## src/sv/lvm_pkg.sv

```systemverilog
// Shared constants, register codes and controller/datapath structs of the level meter.
// No dependencies.
`timescale 1ns / 1ps

package lvm_pkg;

    localparam int MAX_CHANNELS = 32;
    localparam int MAX_CHUNK    = 4096;
    localparam int SAMPLE_BITS  = 16;

    localparam int CH_W    = $clog2(MAX_CHANNELS);
    localparam int NCH_W   = 6;
    localparam int FR_W    = $clog2(MAX_CHUNK);
    localparam int NFR_W   = 13;
    localparam int COEF_W  = 16;
    localparam int LEVEL_W = 16;
    localparam int CFG_W   = 16;
    localparam int CFG_IDX_W = 2;

    localparam int SQ_W    = 2 * SAMPLE_BITS - 1;
    localparam int ACC_W   = SQ_W + FR_W;
    localparam int ROOT_W  = (ACC_W + 1) / 2;
    localparam int RAD_W   = 2 * ROOT_W;
    localparam int REM_W   = ROOT_W + 3;
    localparam int STEP_W  = $clog2(ROOT_W);
    localparam int FRESH_W = ROOT_W + COEF_W;
    localparam int DECAY_W = LEVEL_W + COEF_W;

    localparam logic [CFG_IDX_W-1:0] CFG_ACTIVE_CHANS     = 2'd0;
    localparam logic [CFG_IDX_W-1:0] CFG_CHUNK_FRAMES     = 2'd1;
    localparam logic [CFG_IDX_W-1:0] CFG_CHUNK_RECIPROCAL = 2'd2;
    localparam logic [CFG_IDX_W-1:0] CFG_DECAY_COEFF      = 2'd3;

    localparam logic [NCH_W-1:0]  RST_ACTIVE_CHANS     = 6'd1;
    localparam logic [NFR_W-1:0]  RST_CHUNK_FRAMES     = 13'd256;
    localparam logic [COEF_W-1:0] RST_CHUNK_RECIPROCAL = 16'd256;
    localparam logic [COEF_W-1:0] RST_DECAY_COEFF      = 16'd58904;

    typedef struct packed {
        logic            acc_rd;
        logic            acc_wr;
        logic            burst_rd;
        logic            root_go;
        logic            mul;
        logic            emit;
        logic            last;
        logic            clear_all;
        logic [CH_W-1:0] addr;
    } t_cmd;

    typedef struct packed {
        logic root_busy;
        logic out_free;
    } t_stat;

endpackage

```

## src/sv/lvm_in_if.sv

```systemverilog
// Sample channel: valid/ready handshake carrying one signed sample per beat.
// Depends on lvm_pkg.
`timescale 1ns / 1ps

interface lvm_in_if import lvm_pkg::*; ();
    logic                          valid;
    logic                          ready;
    logic signed [SAMPLE_BITS-1:0] sample;

    modport source (output valid, output sample, input ready);
    modport sink   (input valid, input sample, output ready);
endinterface

```

## src/sv/lvm_out_if.sv

```systemverilog
// Level channel: valid/ready handshake carrying one channel level per beat.
// Depends on lvm_pkg.
`timescale 1ns / 1ps

interface lvm_out_if import lvm_pkg::*; ();
    logic               valid;
    logic               ready;
    logic [CH_W-1:0]    channel;
    logic [LEVEL_W-1:0] level;
    logic               last;

    modport source (output valid, output channel, output level, output last, input ready);
    modport sink   (input valid, input channel, input level, input last, output ready);
endinterface

```

## src/sv/lvm_isqrt.sv

```systemverilog
// Iterative integer square root, one result bit per cycle.
// Depends on lvm_pkg.
`timescale 1ns / 1ps

module lvm_isqrt import lvm_pkg::*; (
    input  logic              i_clk,
    input  logic              i_rst_n,
    input  logic              i_start,
    input  logic [RAD_W-1:0]  i_radicand,
    output logic              o_busy,
    output logic [ROOT_W-1:0] o_root
);

    logic [RAD_W-1:0]  r_rad;
    logic [REM_W-1:0]  r_rem;
    logic [ROOT_W-1:0] r_root;
    logic [STEP_W-1:0] r_cnt;
    logic              r_busy;

    logic [REM_W-1:0]  rem_sh;
    logic [REM_W-1:0]  trial;
    logic              fits;

    always_comb begin
        rem_sh = {r_rem[REM_W-3:0], r_rad[RAD_W-1 -: 2]};
        trial  = {{(REM_W-ROOT_W-2){1'b0}}, r_root, 2'b01};
        fits   = (rem_sh >= trial);
    end

    always_ff @(posedge i_clk) begin
        if (!i_rst_n) begin
            r_busy <= 1'b0;
        end else if (i_start) begin
            r_busy <= 1'b1;
        end else if (r_busy && (r_cnt == '0)) begin
            r_busy <= 1'b0;
        end
    end

    always_ff @(posedge i_clk) begin
        if (i_start) begin
            r_rad  <= i_radicand;
            r_rem  <= '0;
            r_root <= '0;
            r_cnt  <= STEP_W'(ROOT_W - 1);
        end else if (r_busy) begin
            r_rad <= r_rad << 2;
            r_cnt <= r_cnt - 1'b1;
            if (fits) begin
                r_rem  <= rem_sh - trial;
                r_root <= {r_root[ROOT_W-2:0], 1'b1};
            end else begin
                r_rem  <= rem_sh;
                r_root <= {r_root[ROOT_W-2:0], 1'b0};
            end
        end
    end

    assign o_busy = r_busy;
    assign o_root = r_root;

endmodule

```

## src/sv/lvm_dp.sv

```systemverilog
// Datapath: energy memory, level store, square root, scaling and the result register.
// Depends on lvm_pkg, lvm_out_if and lvm_isqrt.
`timescale 1ns / 1ps

module lvm_dp import lvm_pkg::*; (
    input  logic                          i_clk,
    input  logic                          i_rst_n,
    input  t_cmd                          i_cmd,
    output t_stat                         o_stat,
    input  logic signed [SAMPLE_BITS-1:0] i_sample,
    input  logic [COEF_W-1:0]             i_recip,
    input  logic [COEF_W-1:0]             i_decay,
    lvm_out_if.source                     o_res
);

    logic [ACC_W-1:0]        r_mem [MAX_CHANNELS];
    logic [MAX_CHANNELS-1:0] r_vld;
    logic [ACC_W-1:0]        r_rd;
    logic                    r_rd_vld;
    logic [SQ_W-1:0]         r_sq;
    logic [LEVEL_W-1:0]      r_level [MAX_CHANNELS];
    logic [FRESH_W-1:0]      r_fresh;
    logic [DECAY_W-1:0]      r_decayed;

    logic                    r_ovalid;
    logic [CH_W-1:0]         r_ochan;
    logic [LEVEL_W-1:0]      r_olevel;
    logic                    r_olast;

    logic [SAMPLE_BITS-1:0]   mag;
    logic [2*SAMPLE_BITS-1:0] sq_full;
    logic [ACC_W-1:0]         acc_old;
    logic [ACC_W-1:0]         acc_new;
    logic                     root_busy;
    logic [ROOT_W-1:0]        root;
    logic [ROOT_W-1:0]        fresh_q;
    logic [ROOT_W-1:0]        decay_q;
    logic [ROOT_W-1:0]        pick;
    logic [LEVEL_W-1:0]       level_new;
    logic                     out_free;

    always_comb begin
        mag       = i_sample[SAMPLE_BITS-1] ? (~i_sample + 1'b1) : i_sample;
        sq_full   = mag * mag;
        acc_old   = r_rd_vld ? r_rd : '0;
        acc_new   = acc_old + ACC_W'(r_sq);
        fresh_q   = r_fresh[FRESH_W-1 -: ROOT_W];
        decay_q   = ROOT_W'(r_decayed[DECAY_W-1 -: LEVEL_W]);
        pick      = (fresh_q > decay_q) ? fresh_q : decay_q;
        level_new = (pick > ROOT_W'({LEVEL_W{1'b1}})) ? {LEVEL_W{1'b1}} : pick[LEVEL_W-1:0];
        out_free  = !r_ovalid || o_res.ready;
    end

    // energy memory: one read and one write port, registered read
    always_ff @(posedge i_clk) begin
        if (i_cmd.acc_wr) begin
            r_mem[i_cmd.addr] <= acc_new;
        end
        if (i_cmd.acc_rd || i_cmd.burst_rd) begin
            r_rd <= r_mem[i_cmd.addr];
        end
    end

    always_ff @(posedge i_clk) begin
        if (!i_rst_n) begin
            r_vld    <= '0;
            r_rd_vld <= 1'b0;
        end else begin
            if (i_cmd.acc_rd || i_cmd.burst_rd) begin
                r_rd_vld <= r_vld[i_cmd.addr];
            end
            if (i_cmd.clear_all) begin
                r_vld <= '0;
            end else if (i_cmd.acc_wr) begin
                r_vld[i_cmd.addr] <= 1'b1;
            end
        end
    end

    always_ff @(posedge i_clk) begin
        if (i_cmd.acc_rd) begin
            r_sq <= sq_full[SQ_W-1:0];
        end
        if (i_cmd.mul) begin
            r_fresh   <= root * i_recip;
            r_decayed <= r_level[i_cmd.addr] * i_decay;
        end
    end

    always_ff @(posedge i_clk) begin
        if (!i_rst_n) begin
            for (int c = 0; c < MAX_CHANNELS; c++) begin
                r_level[c] <= '0;
            end
        end else if (i_cmd.emit) begin
            r_level[i_cmd.addr] <= level_new;
        end
    end

    lvm_isqrt u_isqrt (
        .i_clk      (i_clk),
        .i_rst_n    (i_rst_n),
        .i_start    (i_cmd.root_go),
        .i_radicand (RAD_W'(acc_old)),
        .o_busy     (root_busy),
        .o_root     (root)
    );

    // result register
    always_ff @(posedge i_clk) begin
        if (!i_rst_n) begin
            r_ovalid <= 1'b0;
        end else if (i_cmd.emit) begin
            r_ovalid <= 1'b1;
        end else if (o_res.ready) begin
            r_ovalid <= 1'b0;
        end
    end

    always_ff @(posedge i_clk) begin
        if (i_cmd.emit) begin
            r_ochan  <= i_cmd.addr;
            r_olevel <= level_new;
            r_olast  <= i_cmd.last;
        end
    end

    assign o_res.valid   = r_ovalid;
    assign o_res.channel = r_ochan;
    assign o_res.level   = r_olevel;
    assign o_res.last    = r_olast;

    assign o_stat.root_busy = root_busy;
    assign o_stat.out_free  = out_free;

endmodule

```

## src/sv/lvm_ctrl.sv

```systemverilog
// Controller: channel and frame counters, sample accumulation and the chunk-end burst.
// Depends on lvm_pkg.
`timescale 1ns / 1ps

module lvm_ctrl import lvm_pkg::*; (
    input  logic             i_clk,
    input  logic             i_rst_n,
    input  logic             i_valid,
    output logic             o_ready,
    input  logic [NCH_W-1:0] i_nch,
    input  logic [NFR_W-1:0] i_nfr,
    input  t_stat            i_stat,
    output t_cmd             o_cmd
);

    localparam logic [2:0] S_IDLE    = 3'd0;
    localparam logic [2:0] S_ACC     = 3'd1;
    localparam logic [2:0] S_RD      = 3'd2;
    localparam logic [2:0] S_ROOT_GO = 3'd3;
    localparam logic [2:0] S_ROOT    = 3'd4;
    localparam logic [2:0] S_MUL     = 3'd5;
    localparam logic [2:0] S_EMIT    = 3'd6;

    logic [2:0]      r_state, n_state;
    logic [CH_W-1:0] r_ch, n_ch;
    logic [FR_W-1:0] r_fr, n_fr;
    logic [CH_W-1:0] r_idx, n_idx;
    logic            r_end, n_end;
    logic [CH_W-1:0] r_bc, n_bc;

    logic ch_wrap;
    logic fr_wrap;
    logic burst_last;

    always_comb begin
        ch_wrap    = (NCH_W'(r_ch) + NCH_W'(1)) >= i_nch;
        fr_wrap    = (NFR_W'(r_fr) + NFR_W'(1)) >= i_nfr;
        burst_last = (NCH_W'(r_bc) + NCH_W'(1)) >= i_nch;

        n_state = r_state;
        n_ch    = r_ch;
        n_fr    = r_fr;
        n_idx   = r_idx;
        n_end   = r_end;
        n_bc    = r_bc;
        o_ready = 1'b0;
        o_cmd   = '0;

        case (r_state)
            S_IDLE: begin
                o_ready    = 1'b1;
                o_cmd.addr = r_ch;
                if (i_valid) begin
                    o_cmd.acc_rd = 1'b1;
                    n_idx        = r_ch;
                    n_end        = ch_wrap && fr_wrap;
                    if (ch_wrap) begin
                        n_ch = '0;
                        n_fr = fr_wrap ? '0 : r_fr + 1'b1;
                    end else begin
                        n_ch = r_ch + 1'b1;
                    end
                    n_state = S_ACC;
                end
            end
            S_ACC: begin
                o_cmd.acc_wr = 1'b1;
                o_cmd.addr   = r_idx;
                n_bc         = '0;
                n_state      = r_end ? S_RD : S_IDLE;
            end
            S_RD: begin
                o_cmd.burst_rd = 1'b1;
                o_cmd.addr     = r_bc;
                n_state        = S_ROOT_GO;
            end
            S_ROOT_GO: begin
                o_cmd.root_go = 1'b1;
                o_cmd.addr    = r_bc;
                n_state       = S_ROOT;
            end
            S_ROOT: begin
                o_cmd.addr = r_bc;
                if (!i_stat.root_busy) begin
                    n_state = S_MUL;
                end
            end
            S_MUL: begin
                o_cmd.mul  = 1'b1;
                o_cmd.addr = r_bc;
                n_state    = S_EMIT;
            end
            S_EMIT: begin
                o_cmd.addr = r_bc;
                o_cmd.last = burst_last;
                if (i_stat.out_free) begin
                    o_cmd.emit = 1'b1;
                    if (burst_last) begin
                        o_cmd.clear_all = 1'b1;
                        n_state         = S_IDLE;
                    end else begin
                        n_bc    = r_bc + 1'b1;
                        n_state = S_RD;
                    end
                end
            end
            default: begin
                n_state = S_IDLE;
            end
        endcase
    end

    always_ff @(posedge i_clk) begin
        if (!i_rst_n) begin
            r_state <= S_IDLE;
            r_ch    <= '0;
            r_fr    <= '0;
            r_idx   <= '0;
            r_end   <= 1'b0;
            r_bc    <= '0;
        end else begin
            r_state <= n_state;
            r_ch    <= n_ch;
            r_fr    <= n_fr;
            r_idx   <= n_idx;
            r_end   <= n_end;
            r_bc    <= n_bc;
        end
    end

endmodule

```

## src/sv/multichannel_level_meter_unit.sv

```systemverilog
// Top level of the multichannel level meter: configuration registers and the
// controller/datapath pair. Depends on lvm_pkg, lvm_in_if, lvm_out_if, lvm_ctrl, lvm_dp.
`timescale 1ns / 1ps

// Interleaved signed samples arrive one per beat on i_smp; channel and frame
// counters inside the block place each one. A sample takes the beat that
// reads its channel's energy accumulator and squares the sample, then the
// cycle that writes the new sum back, after which the next beat is taken. The
// sample that closes a chunk starts a burst that reports every configured
// channel in order on o_lvl, channel 0 first, with last set on the final
// channel. Each channel goes through the memory read, the start of the square
// root unit, its steps (one result bit per cycle), a state in which the
// controller sees it finish, the scaling multiply and the level update, which
// waits while the result register is still held by o_lvl. No sample is taken
// during the burst. After the final channel every energy accumulator is
// cleared at once through per-entry valid bits, so no clearing pass is needed
// after reset either. Write configuration only while the block is idle; a
// channel count of 0 acts as 1 and above 32 as 32, chunk_frames of 0 acts as
// 1 and above 4096 as 4096.
module multichannel_level_meter_unit import lvm_pkg::*; (
    input  logic                 i_clk,
    input  logic                 i_rst_n,
    input  logic                 i_cfg_we,
    input  logic [CFG_IDX_W-1:0] i_cfg_idx,
    input  logic [CFG_W-1:0]     i_cfg_data,
    lvm_in_if.sink               i_smp,
    lvm_out_if.source            o_lvl
);

    logic [NCH_W-1:0]  r_active_chans;
    logic [NFR_W-1:0]  r_chunk_frames;
    logic [COEF_W-1:0] r_chunk_recip;
    logic [COEF_W-1:0] r_decay_coeff;

    logic [NCH_W-1:0]  nch_eff;
    logic [NFR_W-1:0]  nfr_eff;
    t_cmd              cmd;
    t_stat             stat;
    logic              ready;

    // configuration registers
    always_ff @(posedge i_clk) begin
        if (!i_rst_n) begin
            r_active_chans <= RST_ACTIVE_CHANS;
            r_chunk_frames <= RST_CHUNK_FRAMES;
            r_chunk_recip  <= RST_CHUNK_RECIPROCAL;
            r_decay_coeff  <= RST_DECAY_COEFF;
        end else if (i_cfg_we) begin
            case (i_cfg_idx)
                CFG_ACTIVE_CHANS:     r_active_chans <= i_cfg_data[NCH_W-1:0];
                CFG_CHUNK_FRAMES:     r_chunk_frames <= i_cfg_data[NFR_W-1:0];
                CFG_CHUNK_RECIPROCAL: r_chunk_recip  <= i_cfg_data[COEF_W-1:0];
                CFG_DECAY_COEFF:      r_decay_coeff  <= i_cfg_data[COEF_W-1:0];
                default: begin
                end
            endcase
        end
    end

    // clamp the counts into their usable range
    always_comb begin
        if (r_active_chans == '0) begin
            nch_eff = NCH_W'(1);
        end else if (r_active_chans > NCH_W'(MAX_CHANNELS)) begin
            nch_eff = NCH_W'(MAX_CHANNELS);
        end else begin
            nch_eff = r_active_chans;
        end

        if (r_chunk_frames == '0) begin
            nfr_eff = NFR_W'(1);
        end else if (r_chunk_frames > NFR_W'(MAX_CHUNK)) begin
            nfr_eff = NFR_W'(MAX_CHUNK);
        end else begin
            nfr_eff = r_chunk_frames;
        end
    end

    lvm_ctrl u_ctrl (
        .i_clk   (i_clk),
        .i_rst_n (i_rst_n),
        .i_valid (i_smp.valid),
        .o_ready (ready),
        .i_nch   (nch_eff),
        .i_nfr   (nfr_eff),
        .i_stat  (stat),
        .o_cmd   (cmd)
    );

    lvm_dp u_dp (
        .i_clk    (i_clk),
        .i_rst_n  (i_rst_n),
        .i_cmd    (cmd),
        .o_stat   (stat),
        .i_sample (i_smp.sample),
        .i_recip  (r_chunk_recip),
        .i_decay  (r_decay_coeff),
        .o_res    (o_lvl)
    );

    assign i_smp.ready = ready;

endmodule

```

## src/flat_wrapper.sv

```systemverilog
// flat-port wrapper written by rule: the top's interface ports become plain ports
module multichannel_level_meter_unit_flat import lvm_pkg::*;
  (i_clk, i_rst_n, i_cfg_we, i_cfg_idx, i_cfg_data, i_smp_valid, i_smp_sample, i_smp_ready, o_lvl_valid, o_lvl_channel, o_lvl_level, o_lvl_last, o_lvl_ready);
  lvm_in_if i_smp_i ();
  lvm_out_if o_lvl_i ();
  input  logic i_clk;
  input  logic i_rst_n;
  input  logic i_cfg_we;
  input  logic [CFG_IDX_W-1:0] i_cfg_idx;
  input  logic [CFG_W-1:0] i_cfg_data;
  input wire logic [$bits(i_smp_i.valid)-1:0] i_smp_valid;
  input wire logic [$bits(i_smp_i.sample)-1:0] i_smp_sample;
  output wire logic [$bits(i_smp_i.ready)-1:0] i_smp_ready;
  output wire logic [$bits(o_lvl_i.valid)-1:0] o_lvl_valid;
  output wire logic [$bits(o_lvl_i.channel)-1:0] o_lvl_channel;
  output wire logic [$bits(o_lvl_i.level)-1:0] o_lvl_level;
  output wire logic [$bits(o_lvl_i.last)-1:0] o_lvl_last;
  input wire logic [$bits(o_lvl_i.ready)-1:0] o_lvl_ready;
  assign i_smp_i.valid = i_smp_valid;
  assign i_smp_i.sample = i_smp_sample;
  assign i_smp_ready = i_smp_i.ready;
  assign o_lvl_valid = o_lvl_i.valid;
  assign o_lvl_channel = o_lvl_i.channel;
  assign o_lvl_level = o_lvl_i.level;
  assign o_lvl_last = o_lvl_i.last;
  assign o_lvl_i.ready = o_lvl_ready;
  multichannel_level_meter_unit u_core (.i_clk(i_clk), .i_rst_n(i_rst_n), .i_cfg_we(i_cfg_we), .i_cfg_idx(i_cfg_idx), .i_cfg_data(i_cfg_data), .i_smp(i_smp_i), .o_lvl(o_lvl_i));
endmodule
```

## config.mk

```make
export PLATFORM = sky130hd
export DESIGN_NAME = multichannel_level_meter_unit_flat
export DESIGN_NICKNAME = d
export VERILOG_FILES = /design/src/sv/lvm_pkg.sv /design/src/sv/lvm_in_if.sv /design/src/sv/lvm_out_if.sv /design/src/sv/lvm_isqrt.sv /design/src/sv/lvm_dp.sv /design/src/sv/lvm_ctrl.sv /design/src/sv/multichannel_level_meter_unit.sv /design/src/flat_wrapper.sv
export SDC_FILE = /design/constraint.sdc
export NUM_CORES = 2
export LEC_CHECK = 0
export BUFFER_PORTS_ARGS = -buffer_cell sky130_fd_sc_hd__buf_2
export CAP_MARGIN = 20
export CORE_ASPECT_RATIO = 1.4
export CORE_MARGIN = 1.5
export CORE_UTILIZATION = 64
export DETAILED_ROUTE_END_ITERATION = 10
export PLACE_DENSITY = 0.78
export SLEW_MARGIN = 5
export SYNTH_ARGS = -nofsm -noshare
export SYNTH_HDL_FRONTEND = slang
export SYNTH_SLANG_ARGS = --single-unit
```

## constraint.sdc

```tcl
create_clock -name i_clk -period 11.65 [get_ports i_clk]
set_input_delay 0.5825 -clock i_clk [delete_from_list [all_inputs] [get_ports i_clk]]
set_output_delay 0.5825 -clock i_clk [all_outputs]
set_load 0.005 [all_outputs]
```

Yosys cells after proc, flatten, opt, wreduce, memory -nomap -nowiden
Memory sizes are Yosys's and may differ from the RTL's. A register that Yosys moved wholly into a read port is not among the register bits. Cells that the tools add are included.

Output and inout bits: 24. Bits in writable memories: 1888. Input bits: 39. Memories kept: 2. Bits in registers: 334.

Memory list: u_core.u_dp.r_mem (depth 32, bits a word 43, rd ports 1, clocked after Yosys merged registers in 1, wr ports 1, RTL line lvm_dp.sv:16) `logic [ACC_W-1:0] r_mem [MAX_CHANNELS];`; u_core.u_dp.r_level (depth 32, bits a word 16, rd ports 1, clocked after Yosys merged registers in 0, wr ports 32, RTL line lvm_dp.sv:21) `logic [LEVEL_W-1:0] r_level [MAX_CHANNELS];`.

Multiplexer cells: 52. Multiply operators: 3. Equal/unequal tests: 13. Bitwise logic cells: 3. $lt $le $gt $ge: 10. Add/subtract/negate cells: 10. Reduce and logical (&&, ||, !) cells: 26.

Operators with widths (number): $mux W43 (3); $mux W16 (3); $add A43 B31 Y43 (1); $mul A22 B16 Y38 (1); $mul A16 B16 Y32 (1); $or A32 B32 Y32 (1); $mul A16 B16 Y31 (1); $mux W13 (2); $ge A25 B24 Y1 (1); $mux W1 (24); $mux W23 (1); $sub A23 B23 Y23 (1); $gt A22 B16 Y1 (1); $gt A22 B16 Y1 const B (1); $mux W22 (1); $pmux W3 S7 (1); $mux W5 (4); $add A16 B1 Y16 const B (1); $not A16 Y16 (1); $reduce_or A16 Y1 (1); $pmux W5 S3 (1); $add A12 B1 Y13 const B (1); $ge A13 B13 Y1 (1); $gt A13 B13 Y1 const B (1); 35 further kinds (62).

Logic depth before layout (Yosys ltp)
Depth after elaboration: 12. Depth in mapped cells: 39. Depth with buffers taken out: 32.

Hierarchy
Synthesis repeated with hierarchy kept, for this count alone.

Cells, all modules: 8235. Area, all modules: 117278.7 um^2.

Modules (own cells, without submodules): lvm_dp (cells an instance 7188, times used 1, area each 107774.6 um^2); lvm_isqrt (cells an instance 497, times used 1, area each 5074.9 um^2); lvm_ctrl (cells an instance 306, times used 1, area each 2372.3 um^2); multichannel_level_meter_unit (cells an instance 244, times used 1, area each 2057.0 um^2).

Least setup slack after synthesis
Ideal clock, no wire load.

Path kind: input -> register. Start point: input i_smp_sample[0]. End point: register u_core.u_dp.r_sq[30] (data pin). Path buffers: 2. Cell stages on the path: 32. Path slack: 3.505 ns. Library setup time: 0.278 ns. Data arrival time: 7.867 ns. Path through: clkbuf_1 inv_1 clkbuf_1 ha_1 nand2_1 o21ai_0 nand3b_1 o21ai_0 xor2_1 inv_1 nand2_1 fa_1 fa_1 inv_1 fa_1 inv_1 fa_1 fa_1 fa_1 inv_1 ha_1 a21o_1 a21oi_1 o21ai_0 a21o_1 a21o_1 a21oi_1 and2_1 a21oi_1 o31ai_1 mux2i_1 o311ai_0.

Longest elaborated chain between the ends: 4.

Ends and longest elaborated chain: from (decl) (RTL line flat_wrapper.sv:12) `input wire logic [$bits(i_smp_i.sample)-1:0] i_smp_sample;`; $not A16 Y16 (RTL line lvm_dp.sv:43) `mag = i_sample[SAMPLE_BITS-1] ? (~i_sample + 1'b1) : i_sample;`; $add A16 B1 Y16 (RTL line lvm_dp.sv:43); $mux W16 * (RTL line lvm_dp.sv:43); $mul A16 B16 Y31 * (RTL line lvm_dp.sv:44) `sq_full = mag * mag;`; via u_core.u_dp.sq_full[30] (RTL line lvm_dp.sv:31) `logic [2*SAMPLE_BITS-1:0] sq_full;`; to (signal assigned) (RTL line lvm_dp.sv:82) `r_sq <= sq_full[SQ_W-1:0];`; to (decl) (RTL line lvm_dp.sv:20) `logic [SQ_W-1:0] r_sq;`.

The timed path passes the listed nets; every way through them passes the cells marked *. A chain may end at the register's enable or synchronous reset.

Final worst setup path
Start point: register u_core.u_ctrl.r_state[2]. End point: register u_core.u_dp.r_decayed[28] (data pin).

Longest elaborated chain between the ends: 5.

Ends and longest elaborated chain: from (decl) (RTL line lvm_ctrl.sv:24) `logic [2:0] r_state, n_state;`; from (signal assigned) (RTL line lvm_ctrl.sv:122) `r_state <= n_state;`; $eq A3 B3 Y1 / $eq A3 B2 Y1 (equally long branches) (RTL line lvm_ctrl.sv:49) `case (r_state)`; $reduce_or A5 Y1 (no source line); $pmux W5 S3 * (RTL line lvm_ctrl.sv:49); $mem_v2 Z32 W16 *; $mul A16 B16 Y32 * (RTL line lvm_dp.sv:86) `r_decayed <= r_level[i_cmd.addr] * i_decay;`; to (signal assigned) (RTL line lvm_dp.sv:86); to (decl) (RTL line lvm_dp.sv:23) `logic [DECAY_W-1:0] r_decayed;`.

Mark *: on every way between the ends. The rest lies on a longest branch, timed or not.

==> flow_summary.json <==
{
  "outcome": "completed",
  "yosys_warnings": 0,
  "cp_max_fo": 152,
  "cts.htree.levels": 4,
  "cap_viol_max_count": 0,
  "clkPwrFrac": 0.254,
  "post-cts-setup-buffer-count": 0,
  "fp.dieW_um": 365,
  "crit_path_frequent_cell": "fa_1",
  "clk_latency_ns": 0.87,
  "grt_max_degree": 153,
  "crit_slowest_cell": "a21oi_2",
  "ant_nets": 0,
  "finalSetupTns_ns": 0,
  "finalMaxSlewViolations": 0,
  "core_region_area_um2": 182000,
  "cts_buffers": 198,
  "start_util": 0.645,
  "cts_tree": "built",
  "p_sw_frac": 0.342,
  "synth.most_common_cell": "edfxtp_1",
  "hold_violations": 0,
  "yosys-top-cells-area": "edfxtp_1 (53%), fa_1 (11%), mux4_2 (6.1%)",
  "vdd_drop_max_mv": 0.427,
  "post_dp_cell_area_um2": 121000,
  "synth_seq_cells": 2232,
  "wl_per_cell_um": 28.1,
  "die-area_um2": 186000,
  "routed_wl_um": 325000,
  "grt.total_usage": 0.355,
  "cts_root_buffer": "clkbuf_16",
  "worst_slew_pin_slew_ns": 1.20,
  "switchingPower_uw": 9080,
  "postLayoutCellArea_um2": 128000,
  "min_path_type": "in -> reg",
  "hpwl_um": 193000,
  "first_pass_iters": 7,
  "intPower_uw": 17500,
  "grt_pass1_vias": 77100,
  "p_leak_uw": 0.0494,
  "cp-start-kind": "flip-flop",
  "drive_gt1_frac": 0.115,
  "cts_resized": 0,
  "syn_area_um2": 117000,
  "yosys.area.top_type": "edfxtp_1",
  "synth.top_cell.area_share": 0.529,
  "drt-vias-per-instance": 6.52,
  "synth.distinct_cells": 97,
  "comb_power_share": 0.364,
  "fmax_mhz": 96.7,
  "synth_edf_count": 2064,
  "p_seq_frac": 0.382,
  "min_period_ns": 10.35,
  "rows": 185,
  "synth_cells": 9019,
  "pre_cts_ws_ns": 1.26,
  "first_iter_violations": 9634,
  "clk_pin_slew_ns": 0.06,
  "cpLargestDelayFamily": "compound AO/OA/AOI/OAI gates",
  "area_growth_pct": 8.88,
  "critPathKind": "reg -> reg",
  "ioPinCount": 63,
  "via_count": 75700,
  "clockBufferDepth": 3,
  "ctsHoldBuffers": 0,
  "dieHeight_um": 509,
  "nets": 10100,
  "slew_headroom": 0.200,
  "io_buffers": 62,
  "slowest_delay_ns": 0.79,
  "seq_area_frac_synth": 0.557,
  "totalPowerFinal_uw": 26600,
  "postSynth.asyncResetShare": 0,
  "finalCritPeriodShare": 0.888,
  "rsz0062_at_grt": "no",
  "fin_ws_ns": 1.30,
  "fin_skew_ns": 0.0678,
  "crit_arrival_ns": 10.96,
  "synth_ff_type": "edfxtp_1",
  "finalCoreUtilization": 0.703,
  "end_kind": "flip-flop",
  "cellPowerDensity_nw_per_um2": 208,
  "gr-total-overflow": 0,
  "avgSynthCellArea_um2": 13.0,
  "cts_sinks": 2232,
  "synth_commonest_cells": "edfxtp_1 (2064), nand2_1 (1325), inv_1 (852), nor2_1 (781), fa_1 (634)",
  "grt_first_pass_wirelength_um": 481000,
  "crit_buf_inv": 5,
  "antenna_found_initial": 17,
  "required_ns": 12.26,
  "drc": 0,
  "finalSetupViolCount": 0,
  "gp_congestion": 0.955
}
[stage by stage]
step / hold WS, ns / std cells
final: 0.0475 / 11600
after global routing: 0.0363 / 11600
after CTS: 0.00296 / 11600
after detailed placement: 0.458 / 11200
after global placement: 0.444 / 11200
after floorplan: 0.435 / 9029
[layer usage]
layer / wire length, um / vias to the layer above / track usage
met1: 108000 / 37900 / 0.433
met4: 23600 / 8 / 0.223
li1: - / 31500 / -
met2: 160000 / 5106 / 0.587
met3: 33800 / 1195 / 0.0645
met5: 44 / - / 0
[cell families after synthesis]
| kind of cell | after synthesis | synth area share |
|---|---|---|
| XOR/XNOR | 166 | 0.0124 |
| other | 2 | 0.0000640 |
| buffers and inverters | 1359 | 0.0458 |
| multiplexers | 421 | 0.0705 |
| flip-flops | 2232 | 0.557 |
| adder cells (fa/ha/maj) | 1035 | 0.151 |
| AO/OA/AOI/OAI | 903 | 0.0527 |
| AND/OR/NAND/NOR | 2901 | 0.110 |
[final timing paths]
path | startpoint | end | slack, ns | cells past startpoint
min reg2reg | u_core.u_dp.r_vld[21] | u_core.u_dp.r_vld[21] | 0.47 | 2
min | i_cfg_data[11] | u_core.r_chunk_frames[11] | 0.05 | 3
max | u_core.u_ctrl.r_state[2] | u_core.u_dp.r_decayed[28] | 1.30 | 30
max reg2reg | u_core.u_ctrl.r_state[2] | u_core.u_dp.r_decayed[28] | 1.30 | 30
[registers in the layout, indices dropped and copies added, names as in the netlist, 6 cells and up]
register and cells:
u_core.u_dp.u_isqrt.r_rem 23, u_core.u_dp.r_vld 32, u_core.r_active_chans 6, u_core.u_dp.r_level 512, u_core.r_chunk_recip 16, u_core.u_dp.r_sq 30
u_core.r_decay_coeff 16, u_core.u_dp.r_rd 43, u_core.u_dp.u_isqrt.o_root 22, u_core.u_dp.u_isqrt.r_rad 44, u_core.r_chunk_frames 13, u_core.u_ctrl.r_fr 12
u_core.u_dp.o_res.level 16, u_core.u_dp.r_decayed 16, u_core.u_dp.r_fresh 22, u_core.u_dp.r_mem 1376
[worst reg2reg max path, delay by kind of cell, from the launching register on]
family,cells,cell delay (ns)
flops,1,0.50
mux,1,0.16
fa+ha+maj,7,2.99
buf+inv,5,1.57
compound gates,12,3.46
xor+xnor,1,0.09
simple gates,4,1.35
[final cells by class]
type	instances	area, um2
Multi-Input combinational cell	5438	47400
Sequential cell	2232	65300
Inverter	864	3260
Clock buffer	241	5250
Clock inverter	131	1370
Timing Repair Buffer	252	1980
Fill cell	11800	54000
Tap cell	2431	3040
Antenna cell	12	30.0
[power by group through the flow]
| stage | registers (uW) | clock network (uW) | logic, uW |
|---|---|---|---|
| 2_1_floorplan | 10300 | 0 | 6820 |
| 3_5_place_dp | 10300 | 0 | 9340 |
| 3_3_place_gp | 10300 | 0 | 9120 |
| 6_report | 10200 | 6750 | 9680 |
| 5_1_grt | 10200 | 7040 | 10700 |
| 4_1_cts | 10200 | 6760 | 9530 |
[cells in the final DEF (no fill, tap or decap), types with 48 or more instances in the layout]
cell | netlist | routed
a21boi_0 | 55 | 55
a21o_1 | 77 | 77
a21oi_1 | 141 | 140
a22oi_1 | 161 | 161
a31oi_1 | 140 | 140
and2_1 | 298 | 297
and3_1 | 160 | 159
buf_2 | 87 | 61
buf_4 | 21 | 162
clkbuf_16 | 0 | 202
clkinv_1 | 7 | 54
dfxtp_1 | 168 | 166
edfxtp_1 | 2064 | 2064
fa_1 | 634 | 634
ha_1 | 401 | 401
inv_1 | 852 | 851
mux2i_1 | 67 | 63
mux4_2 | 320 | 320
nand2_1 | 1325 | 1325
nand3_1 | 114 | 114
nand4_1 | 52 | 52
nor2_1 | 781 | 745
o21ai_0 | 101 | 101
o22ai_1 | 53 | 53
xnor2_1 | 111 | 87
xor2_1 | 55 | 48
No activity file was read; power rests on OpenSTA's default activity.
